$ cat config.mk
export PLATFORM = sky130hd
export DESIGN_NAME = mean_of_top_n_abs_values_flat
export DESIGN_NICKNAME = d
export VERILOG_FILES = /design/src/sv/mtn_pkg.sv /design/src/sv/mtn_if.sv /design/src/sv/mean_of_top_n_abs_values.sv /design/src/sv/mtn_ctrl.sv /design/src/sv/mtn_datapath.sv /design/src/flat_wrapper.sv
export SDC_FILE = /design/constraint.sdc
export NUM_CORES = 1
export LEC_CHECK = 0
export BUFFER_PORTS_ARGS = -buffer_cell sky130_fd_sc_hd__buf_2
export CAP_MARGIN = 40
export CORE_MARGIN = 4
export CORE_UTILIZATION = 60
export CTS_CLUSTER_SIZE = 28
export DETAILED_ROUTE_END_ITERATION = 7
export MAX_ROUTING_LAYER = met4
export PLACE_DENSITY = 0.89
export SLEW_MARGIN = 15
export SYNTH_ARGS = -nofsm -noshare
export SYNTH_HDL_FRONTEND = slang
export SYNTH_SLANG_ARGS = --single-unit
$ cat constraint.sdc
create_clock -name clock -period 5.7 [get_ports clock]
set_input_delay 0.57 -clock clock [delete_from_list [all_inputs] [get_ports clock]]
set_output_delay 0.57 -clock clock [all_outputs]
set_load 0.03 [all_outputs]
$ cat src/sv/mtn_pkg.sv
// Package for the top-magnitude mean block: shared widths, codes and the
// controller state, command and status types. No dependencies.
package mtn_pkg;

   localparam int CFG_W     = 5;
   localparam int COUNT_W   = 5;
   localparam int MEAN_W    = 24;
   localparam int FRAC_BITS = 8;

   localparam logic [CFG_W-1:0]   CFG_RESET = 5'd1;
   localparam logic [COUNT_W-1:0] COUNT_MAX = 5'd31;

   typedef enum logic [1:0] {
      ST_IDLE,
      ST_SUM,
      ST_DIV,
      ST_OUT
   } mtn_state_type;

   typedef struct packed {
      logic in_ready;
      logic insert;
      logic start;
      logic sum_step;
      logic div_step;
      logic load_out;
   } mtn_cmd_type;

   typedef struct packed {
      logic k_valid;
      logic sum_last;
      logic div_done;
      logic out_free;
   } mtn_stat_type;

endpackage

$ cat src/sv/mtn_if.sv
// Channel interfaces for the top-magnitude mean block: sample requests and
// mean responses. Depends on mtn_pkg.
interface mtn_req_if #(
   parameter int SAMPLE_BITS = 16
) ();
   logic                          valid;
   logic                          ready;
   logic signed [SAMPLE_BITS-1:0] sample;
   logic                          last;

   modport source (output valid, output sample, output last, input ready);
   modport sink   (input valid, input sample, input last, output ready);
endinterface

interface mtn_rsp_if ();
   logic                       valid;
   logic                       ready;
   logic [mtn_pkg::MEAN_W-1:0] mean_scaled;
   logic                       ok;

   modport source (output valid, output mean_scaled, output ok, input ready);
   modport sink   (input valid, input mean_scaled, input ok, output ready);
endinterface

$ cat src/sv/mean_of_top_n_abs_values.sv
// Top level: mean of the K largest sample magnitudes of a series, times 256.
// Samples not marked last are taken at one per cycle. A last sample's response is registered
// once the sum over the K cells and the one-bit-per-cycle divide are done (neither runs when ok
// is 0) and the output register is free; no sample is taken before that response is loaded.
// Reset is synchronous and active high: cells and count clear, maxima_count returns to 1.
// Depends on mtn_pkg, mtn_if, mtn_ctrl and mtn_datapath.
module mean_of_top_n_abs_values #(
   parameter int MAX_TOP     = 16,
   parameter int SAMPLE_BITS = 16
) (
   input  logic                     clock,
   input  logic                     reset,
   mtn_req_if.sink                  req_ch,
   mtn_rsp_if.source                rsp_ch,
   input  logic                     csr_write_enable,
   input  logic [mtn_pkg::CFG_W-1:0] csr_write_data
);
   import mtn_pkg::*;

   // The controller and the datapath talk only through these two structs.
   // Request transactions are taken only while the controller is idle; a
   // finished response sits in the datapath's output register, so the next
   // series can start while that transaction still waits for the sink.
   mtn_cmd_type  cmd;
   mtn_stat_type stat;

   mtn_ctrl u_ctrl (
      .clock     (clock),
      .reset     (reset),
      .req_valid (req_ch.valid),
      .req_last  (req_ch.last),
      .stat      (stat),
      .cmd       (cmd)
   );

   // The datapath holds the sorted cells, the saturating sample count, the
   // accumulator that doubles as the dividend, and the response register.
   mtn_datapath #(
      .MAX_TOP     (MAX_TOP),
      .SAMPLE_BITS (SAMPLE_BITS)
   ) u_datapath (
      .clock            (clock),
      .reset            (reset),
      .cmd              (cmd),
      .stat             (stat),
      .sample           (req_ch.sample),
      .csr_write_enable (csr_write_enable),
      .csr_write_data   (csr_write_data),
      .rsp_ready        (rsp_ch.ready),
      .rsp_valid        (rsp_ch.valid),
      .rsp_mean_scaled  (rsp_ch.mean_scaled),
      .rsp_ok           (rsp_ch.ok)
   );

   assign req_ch.ready = cmd.in_ready;

endmodule

$ cat src/sv/mtn_ctrl.sv
// Controller state machine for the top-magnitude mean block.
// Depends on mtn_pkg for the state, command and status types.
module mtn_ctrl (
   input  logic                  clock,
   input  logic                  reset,
   input  logic                  req_valid,
   input  logic                  req_last,
   input  mtn_pkg::mtn_stat_type stat,
   output mtn_pkg::mtn_cmd_type  cmd
);
   import mtn_pkg::*;

   mtn_state_type state_ff;
   mtn_state_type state_in;
   logic          accept;

   assign accept = req_valid && (state_ff == ST_IDLE);

   always_ff @(posedge clock) begin
      if (reset) begin
         state_ff <= ST_IDLE;
      end else begin
         state_ff <= state_in;
      end
   end

   always_comb begin
      state_in = state_ff;
      case (state_ff)
         ST_IDLE: begin
            if (accept && req_last) begin
               state_in = ST_SUM;
            end
         end
         ST_SUM: begin
            if (!stat.k_valid) begin
               state_in = ST_OUT;
            end else if (stat.sum_last) begin
               state_in = ST_DIV;
            end
         end
         ST_DIV: begin
            if (stat.div_done) begin
               state_in = ST_OUT;
            end
         end
         ST_OUT: begin
            if (stat.out_free) begin
               state_in = ST_IDLE;
            end
         end
         default: begin
            state_in = ST_IDLE;
         end
      endcase
   end

   always_comb begin
      cmd = '0;
      case (state_ff)
         ST_IDLE: begin
            cmd.in_ready = 1'b1;
            cmd.insert   = accept;
            cmd.start    = accept && req_last;
         end
         ST_SUM: begin
            cmd.sum_step = stat.k_valid;
         end
         ST_DIV: begin
            cmd.div_step = 1'b1;
         end
         ST_OUT: begin
            cmd.load_out = stat.out_free;
         end
         default: begin
            cmd = '0;
         end
      endcase
   end

endmodule

$ cat src/sv/mtn_datapath.sv
// Datapath for the top-magnitude mean block: sorted cell chain, sample count,
// accumulator, restoring divider and output register. Depends on mtn_pkg.
module mtn_datapath #(
   parameter int MAX_TOP     = 16,
   parameter int SAMPLE_BITS = 16
) (
   input  logic                           clock,
   input  logic                           reset,
   input  mtn_pkg::mtn_cmd_type           cmd,
   output mtn_pkg::mtn_stat_type          stat,
   input  logic signed [SAMPLE_BITS-1:0]  sample,
   input  logic                           csr_write_enable,
   input  logic [mtn_pkg::CFG_W-1:0]      csr_write_data,
   input  logic                           rsp_ready,
   output logic                           rsp_valid,
   output logic [mtn_pkg::MEAN_W-1:0]     rsp_mean_scaled,
   output logic                           rsp_ok
);
   import mtn_pkg::*;

   localparam int IDX_W  = (MAX_TOP > 1) ? $clog2(MAX_TOP) : 1;
   localparam int CNT_W  = $clog2(MAX_TOP + 1);
   localparam int SUM_W  = SAMPLE_BITS + $clog2(MAX_TOP + 1);
   localparam int DVD_W  = SUM_W + FRAC_BITS;
   localparam int DCNT_W = $clog2(DVD_W);

   logic [SAMPLE_BITS-1:0] cells_ff [MAX_TOP];
   logic [SAMPLE_BITS-1:0] cells_in [MAX_TOP];
   logic [SAMPLE_BITS-1:0] prev_val [MAX_TOP];
   logic [MAX_TOP-1:0]     gt;
   logic [SAMPLE_BITS-1:0] raw;
   logic [SAMPLE_BITS-1:0] mag;

   logic [CFG_W-1:0]   maxima_count_ff;
   logic [COUNT_W-1:0] seen_ff;
   logic [COUNT_W-1:0] seen_in;
   logic [CNT_W-1:0]   cnt_ff;
   logic [CNT_W-1:0]   cnt_in;
   logic [DVD_W-1:0]   quot_ff;
   logic [DVD_W-1:0]   quot_in;
   logic [CFG_W-1:0]   rem_ff;
   logic [CFG_W-1:0]   rem_in;
   logic [CFG_W:0]     rem_sh;
   logic               rem_ge;
   logic [DCNT_W-1:0]  div_cnt_ff;
   logic [DCNT_W-1:0]  div_cnt_in;
   logic               rsp_valid_ff;
   logic               rsp_valid_in;
   logic [MEAN_W-1:0]  mean_ff;
   logic               ok_ff;

   // Magnitude of the two's complement sample; the most negative value maps
   // to 2^(SAMPLE_BITS-1), which still fits the unsigned width.
   assign raw = sample;
   assign mag = raw[SAMPLE_BITS-1] ? (~raw + 1'b1) : raw;

   // Cells are sorted descending, so the greater-than flags form a run of
   // zeros followed by ones. The first set flag takes the new value and
   // every later one takes its left neighbor.
   always_comb begin
      prev_val[0] = mag;
      for (int i = 0; i < MAX_TOP; i++) begin
         gt[i] = mag > cells_ff[i];
      end
      for (int i = 1; i < MAX_TOP; i++) begin
         prev_val[i] = gt[i-1] ? cells_ff[i-1] : mag;
      end
      for (int i = 0; i < MAX_TOP; i++) begin
         if (cmd.load_out) begin
            cells_in[i] = '0;
         end else if (cmd.insert && gt[i]) begin
            cells_in[i] = prev_val[i];
         end else begin
            cells_in[i] = cells_ff[i];
         end
      end
   end

   always_comb begin
      seen_in = seen_ff;
      if (cmd.load_out) begin
         seen_in = '0;
      end else if (cmd.insert && (seen_ff != COUNT_MAX)) begin
         seen_in = seen_ff + 1'b1;
      end
   end

   // Accumulation lands directly in the dividend register, pre-shifted by the
   // fraction bits, so the divider starts with no separate load step.
   assign rem_sh = {rem_ff, quot_ff[DVD_W-1]};
   assign rem_ge = rem_sh >= {1'b0, maxima_count_ff};

   always_comb begin
      cnt_in     = cnt_ff;
      quot_in    = quot_ff;
      rem_in     = rem_ff;
      div_cnt_in = div_cnt_ff;
      if (cmd.start) begin
         cnt_in     = '0;
         quot_in    = '0;
         rem_in     = '0;
         div_cnt_in = '0;
      end else if (cmd.sum_step) begin
         cnt_in  = cnt_ff + 1'b1;
         quot_in = quot_ff + (DVD_W'(cells_ff[cnt_ff[IDX_W-1:0]]) << FRAC_BITS);
      end else if (cmd.div_step) begin
         quot_in    = {quot_ff[DVD_W-2:0], rem_ge};
         rem_in     = rem_ge ? CFG_W'(rem_sh - {1'b0, maxima_count_ff}) : rem_sh[CFG_W-1:0];
         div_cnt_in = div_cnt_ff + 1'b1;
      end
   end

   assign rsp_valid_in = cmd.load_out ? 1'b1 : (rsp_ready ? 1'b0 : rsp_valid_ff);

   always_ff @(posedge clock) begin
      if (reset) begin
         maxima_count_ff <= CFG_RESET;
         seen_ff         <= '0;
         rsp_valid_ff    <= 1'b0;
         for (int i = 0; i < MAX_TOP; i++) begin
            cells_ff[i] <= '0;
         end
      end else begin
         if (csr_write_enable) begin
            maxima_count_ff <= csr_write_data;
         end
         seen_ff      <= seen_in;
         rsp_valid_ff <= rsp_valid_in;
         for (int i = 0; i < MAX_TOP; i++) begin
            cells_ff[i] <= cells_in[i];
         end
      end
   end

   always_ff @(posedge clock) begin
      cnt_ff     <= cnt_in;
      quot_ff    <= quot_in;
      rem_ff     <= rem_in;
      div_cnt_ff <= div_cnt_in;
      if (cmd.load_out) begin
         mean_ff <= stat.k_valid ? MEAN_W'(quot_ff) : '0;
         ok_ff   <= stat.k_valid;
      end
   end

   always_comb begin
      stat.k_valid  = (maxima_count_ff != '0) && (int'(maxima_count_ff) <= MAX_TOP) &&
                      (seen_ff >= maxima_count_ff);
      stat.sum_last = (int'(cnt_ff) + 1) == int'(maxima_count_ff);
      stat.div_done = int'(div_cnt_ff) == (DVD_W - 1);
      stat.out_free = !rsp_valid_ff || rsp_ready;
   end

   assign rsp_valid       = rsp_valid_ff;
   assign rsp_mean_scaled = mean_ff;
   assign rsp_ok          = ok_ff;

endmodule

$ cat src/flat_wrapper.sv
// flat-port wrapper written by rule: the top's interface ports become plain ports
module mean_of_top_n_abs_values_flat import mtn_pkg::*;
#(
   parameter int MAX_TOP     = 16,
   parameter int SAMPLE_BITS = 16
)
  (clock, reset, csr_write_enable, csr_write_data, req_ch_valid, req_ch_sample, req_ch_last, req_ch_ready, rsp_ch_valid, rsp_ch_mean_scaled, rsp_ch_ok, rsp_ch_ready);
  mtn_req_if #(.SAMPLE_BITS(SAMPLE_BITS)) req_ch_i ();
  mtn_rsp_if rsp_ch_i ();
  input  logic clock;
  input  logic reset;
  input  logic csr_write_enable;
  input  logic [mtn_pkg::CFG_W-1:0] csr_write_data;
  input wire logic [$bits(req_ch_i.valid)-1:0] req_ch_valid;
  input wire logic [$bits(req_ch_i.sample)-1:0] req_ch_sample;
  input wire logic [$bits(req_ch_i.last)-1:0] req_ch_last;
  output wire logic [$bits(req_ch_i.ready)-1:0] req_ch_ready;
  output wire logic [$bits(rsp_ch_i.valid)-1:0] rsp_ch_valid;
  output wire logic [$bits(rsp_ch_i.mean_scaled)-1:0] rsp_ch_mean_scaled;
  output wire logic [$bits(rsp_ch_i.ok)-1:0] rsp_ch_ok;
  input wire logic [$bits(rsp_ch_i.ready)-1:0] rsp_ch_ready;
  assign req_ch_i.valid = req_ch_valid;
  assign req_ch_i.sample = req_ch_sample;
  assign req_ch_i.last = req_ch_last;
  assign req_ch_ready = req_ch_i.ready;
  assign rsp_ch_valid = rsp_ch_i.valid;
  assign rsp_ch_mean_scaled = rsp_ch_i.mean_scaled;
  assign rsp_ch_ok = rsp_ch_i.ok;
  assign rsp_ch_i.ready = rsp_ch_ready;
  mean_of_top_n_abs_values #(.MAX_TOP(MAX_TOP), .SAMPLE_BITS(SAMPLE_BITS)) u_core (.clock(clock), .reset(reset), .req_ch(req_ch_i), .rsp_ch(rsp_ch_i), .csr_write_enable(csr_write_enable), .csr_write_data(csr_write_data));
endmodule
==> impl.org <==
** Logic synthesis
- Post-synthesis share of cell area spent on full adders, half adders and majority gates :: approximately 15%
- Summing the areas of all compound-gate instances in the mapped netlist gives a little under a fifth of the synthesized area.
- Portion of the post-synthesis area used by sequential elements :: between 20 and 30%
- The synthesized netlist contains 71 unique library cells.
- By area, the combinational part of the netlist is dominated by multiplexers.
- Xor and xnor fraction of the mapped netlist area :: between 1.5 and 2%
- Yosys reg bits :: 342
- The synthesized netlist occupies a cell area of between 0.02 and 0.025 mm^2.
- Synthesis produced between 2000 and 2500 cells.
- Yosys printed 0 warnings.
- Counting every net in the synthesized netlist gives ~2800.
- The most used flip-flop cell after synthesis is sky130_fd_sc_hd__dfxtp_1.
- In the synthesized netlist the async set-or-reset flop fraction comes to 0%.
- Post-synthesis share of cell area spent on and, or, nand and nor gates :: between 9 and 10%
- Number of flops mapped to enable cells by yosys :: 25
- Averaged over all synthesized cells, the footprint is between 9 and 10 um^2.
- Multiplexer area fraction after synthesis :: a little under a fifth

** Setup path
- For flop-to-flop paths, the worst setup slack is between 1000 and 1500 ps.
- Required arrival time at the worst endpoint :: about 6200 ps
- Worst Setup End Kind :: flop
- STA classifies the critical path startpoint as a primary input.
- In this run the worst path has a maximum fanout of 10.
- Terminus of the critical flop-to-flop path :: u_core.u_datapath.quot_ff[25]
- The critical path is of the in2reg type.
- STA puts the critical path data arrival time at 5340 ps.
- The signal on the critical path passes through buf_2 > nor3_2 > nand2_1 > or3_1 > o41ai_4 > xor2_2 > inv_1 > buf_4 > ha_1 > a21o_1 > a21oi_1 > nor2b_1 > a2111oi_0 > nor2_1 > nor2_1 > buf_4 > a22o_1.
- The slowest stage of the critical path belongs to the cell sky130_fd_sc_hd__inv_1.
- Cell depth of the worst flop-to-flop path :: 11
- The largest single stage delay on the critical path is 600 ps.

** Clock network
- Htree depth :: 2
- Setup Buffers After CTS :: 0
- Clock input transition at the sequential cells of the worst setup and hold paths :: ~60 ps
- CTS Sinks :: between 300 and 400
- Counting along the longest clock path gives a buffer depth of 3.
- TritonCTS clock tree :: done
- At the later pin of the worst-skew pair, clock insertion delay measures 580 ps.
- CTS Root Cell :: sky130_fd_sc_hd__clkbuf_16
- After clock tree synthesis, the flow added hold-fix buffers numbering 0.
- In this run, post-CTS repair resized a total of 0 instances.
- CTS buffer count :: 39

** GRT
- First-pass GRT wire length :: between 100 and 150 mm
- GRT overflow :: 0
- Largest net degree at the start of global routing :: 51
- The via count of the first global-routing pass was 21130.
- Antenna violations before repair :: 7
- Global routing used 36.3% of the available tracks.

** STA
- Final cycle utilization of the critical path :: approximately 85%
- Measured against its own limit, the worst slew margin works out to 39.4%.
- Slew @ Worst Pin :: slightly above 900 ps
- Derived from the worst setup path, the maximum achievable clock frequency is between 200 and 250 MHz.
- The final max-slew violation count was 0.
- Setup total negative slack on the finished layout was measured at 0 ps.
- Setup violations remaining at the end of the flow were counted as 0.
- Setup repair after global routing left no endpoint under its margin.
- Final worst clock skew :: around 25 ps
- For the finished layout, the period the worst path requires is about 4800 ps.
- Final Hold Vio Count :: 0

** Detailed routing
- After detailed routing, the number of vias per cell comes to 7.00.
- Antenna Violating Nets Remaining :: 0
- After detailed routing, the number of remaining DRC violations is 0.
- Dividing the detail-routed wire length by the instance count gives around 26 um.
- The routed layout has between 20000 and 25000 vias.
- Number of DRC markers after the initial detailed-route iteration :: 2473
- Number of iterations in the first detailed-routing pass :: 6
- Summed over all layers, the routed wires come to 79.9 mm.

** Floorplanning
- Die span in y :: 208 um
- DIE WIDTH :: 208 um
- Once the floorplan was initialized, standard cells occupied between 60 and 70% of the core.
- Die footprint :: 0.0433 mm^2
- Pin placement for this block handled between 50 and 60 I/O pins.
- The floorplan has 73 rows.
- Core area :: approximately 0.040 mm^2

** Layout
- Most frequent standard cell in the layout excluding fill and tap cells :: sky130_fd_sc_hd__dfxtp_1
- Layout Area Growth over Synthesis :: 10.2%
- Most frequent cells in the layout :: 315 x sky130_fd_sc_hd__dfxtp_1, 291 x sky130_fd_sc_hd__ha_1, 283 x sky130_fd_sc_hd__inv_1
- Share of cells above drive strength 1 :: about an eighth
- Nets :: ~2800
- Final cell count without fillers :: between 3000 and 4000

** Placed design
- DP Cell Count :: 2998
- Weighted congestion reported at the end of routability-driven placement :: roughly 1.1
- Port buffering added between 50 and 60 buffers.
- Once detailed placement completed, the half-perimeter wirelength came to 57.5 mm.

** Hold path
- Hold EP :: u_core.u_datapath.maxima_count_ff[0]
- The min-delay analysis places its worst path in the category in2reg.
- Min-delay src :: csr_write_data[0]
- Counting instances, the worst hold path has a depth of 2.

** Power
- The clock network accounts for between 20% and 30% of the total power.
- Combinational power share :: between 40 and 50%
- Sw power :: roughly 5200 uW
- Of the total power, registers draw around 30%.
- Power spread over the standard cell area amounts to 460 mW/mm^2.
- VDD sags by at most 0.329 mV.
- In this run switching power makes up between 40% and 50% of total power.
- For this design the static power due to leakage is 0.0110 uW.
- Internal power comes to a little under 7000 uW.

** Status
- The flow ran to the end, and the final reports show no timing, DRC or antenna violations.

** Flow run
- Total of max-cap violations :: 0
## Yosys cell counts (all sizes together), types with 32 or more instances
library cell  count  area share [%]
clkbuf           74             1.2
and3             32            0.83
buf              58             1.6
o21ai            60             1.3
nand4            66             1.7
dfxtp           317              26
a21o             38             1.2
a21oi           143             3.0
nor2b            42             1.1
mux2i           262              11
nor2            114             1.8
a211oi           40             1.3
nand2            62            0.97
inv             284             4.4
ha              292              15
a22o            210             7.7
mux4             80             7.5
## worst max-delay path, delay by kind of cell
kind            cells  cell delay, ps
xor+xnor            1             120
compound gates      5            1330
simple gates        6            1590
buf+inv             4            1440
fa+ha+maj           1             280
## cell families (layout without fill, tap and decap cells)
| family | Yosys count | in the layout |
|---|---|---|
| fa+ha+maj | 294 | 294 |
| flops | 342 | 342 |
| buf+inv | 416 | 500 |
| simple gates | 423 | 423 |
| other cells | 0 | 7 |
| mux | 345 | 345 |
| compound gates | 609 | 609 |
| xor+xnor | 39 | 39 |
## sequential cells by signal, indices dropped and copies added (netlist names), named ones only
signal	cells
u_core.u_datapath.rsp_valid	1
u_core.u_datapath.quot_ff	29
u_core.u_datapath.cnt_ff	5
u_core.u_datapath.rem_ff	5
u_core.u_datapath.seen_ff	5
u_core.u_datapath.rsp_ok	1
u_core.u_datapath.div_cnt_ff	5
u_core.u_ctrl.state_ff	2
u_core.u_datapath.rsp_mean_scaled	24
u_core.u_datapath.maxima_count_ff	5
u_core.u_datapath.cells_ff	256
## layout make-up
| type | instances | area (um^2) |
|---|---|---|
| clock buffers | 54 | 1120 |
| clock inverters | 15 | 138 |
| flip-flops and latches | 342 | 7100 |
| inverters | 284 | 1070 |
| fillers | 2824 | 13200 |
| repair buffers | 147 | 1100 |
| well taps | 525 | 657 |
| multi-input cells | 1710 | 15200 |
| diodes | 7 | 17.5 |
## power by group through the flow
stage          Sequential, uW  Combinational, uW  Clock [uW]
2_1_floorplan            3320               4370           0
3_3_place_gp             3600               5370           0
3_5_place_dp             3630               5710           0
4_1_cts                  3590               5790        2530
5_1_grt                  3660               6420        2640
6_report                 3640               5990        2530
## stage by stage
stage | setup WS (ps) | util (%) | instance area [um^2] | power, uW | hold slack (ps)
floorplan | 676 | - | 24000 | 7690 | 447
global placement | 645 | 62.6 | 24800 | 8970 | 456
detailed placement | 420 | 63.3 | 25100 | 9340 | 465
CTS | 870 | 66.5 | 26400 | 11900 | 189
global route | 590 | 66.7 | 26400 | 12700 | 214
finish | 868 | 66.7 | 26500 | 12200 | 204
## how the worst max path moves through the flow
stage / to / depth (start not counted) / slack, ps / from
finish: u_core.u_datapath.cells_ff[4][14] / 17 / 870 / req_ch_sample[0]
detailed placement: u_core.u_datapath.cells_ff[11][3] / 15 / 420 / req_ch_sample[0]
global placement: u_core.u_datapath.cells_ff[13][13] / 15 / 640 / req_ch_sample[0]
global route: u_core.u_datapath.cells_ff[4][14] / 17 / 590 / req_ch_sample[0]
CTS: u_core.u_datapath.cells_ff[9][9] / 15 / 870 / req_ch_sample[0]
floorplan: u_core.u_datapath.cells_ff[12][5] / 19 / 680 / req_ch_sample[0]
## layer usage
metal / routed length, um / track usage, % / vias to the layer above
met5: 0 / - / -
li1: - / - / 9309
met3: 10800 / 11.2 / 483
met4: 6180 / 22.2 / 0
met1: 29000 / 43.9 / 10198
met2: 34000 / 53.0 / 1613
No activity file was read; power rests on OpenSTA's default activity.
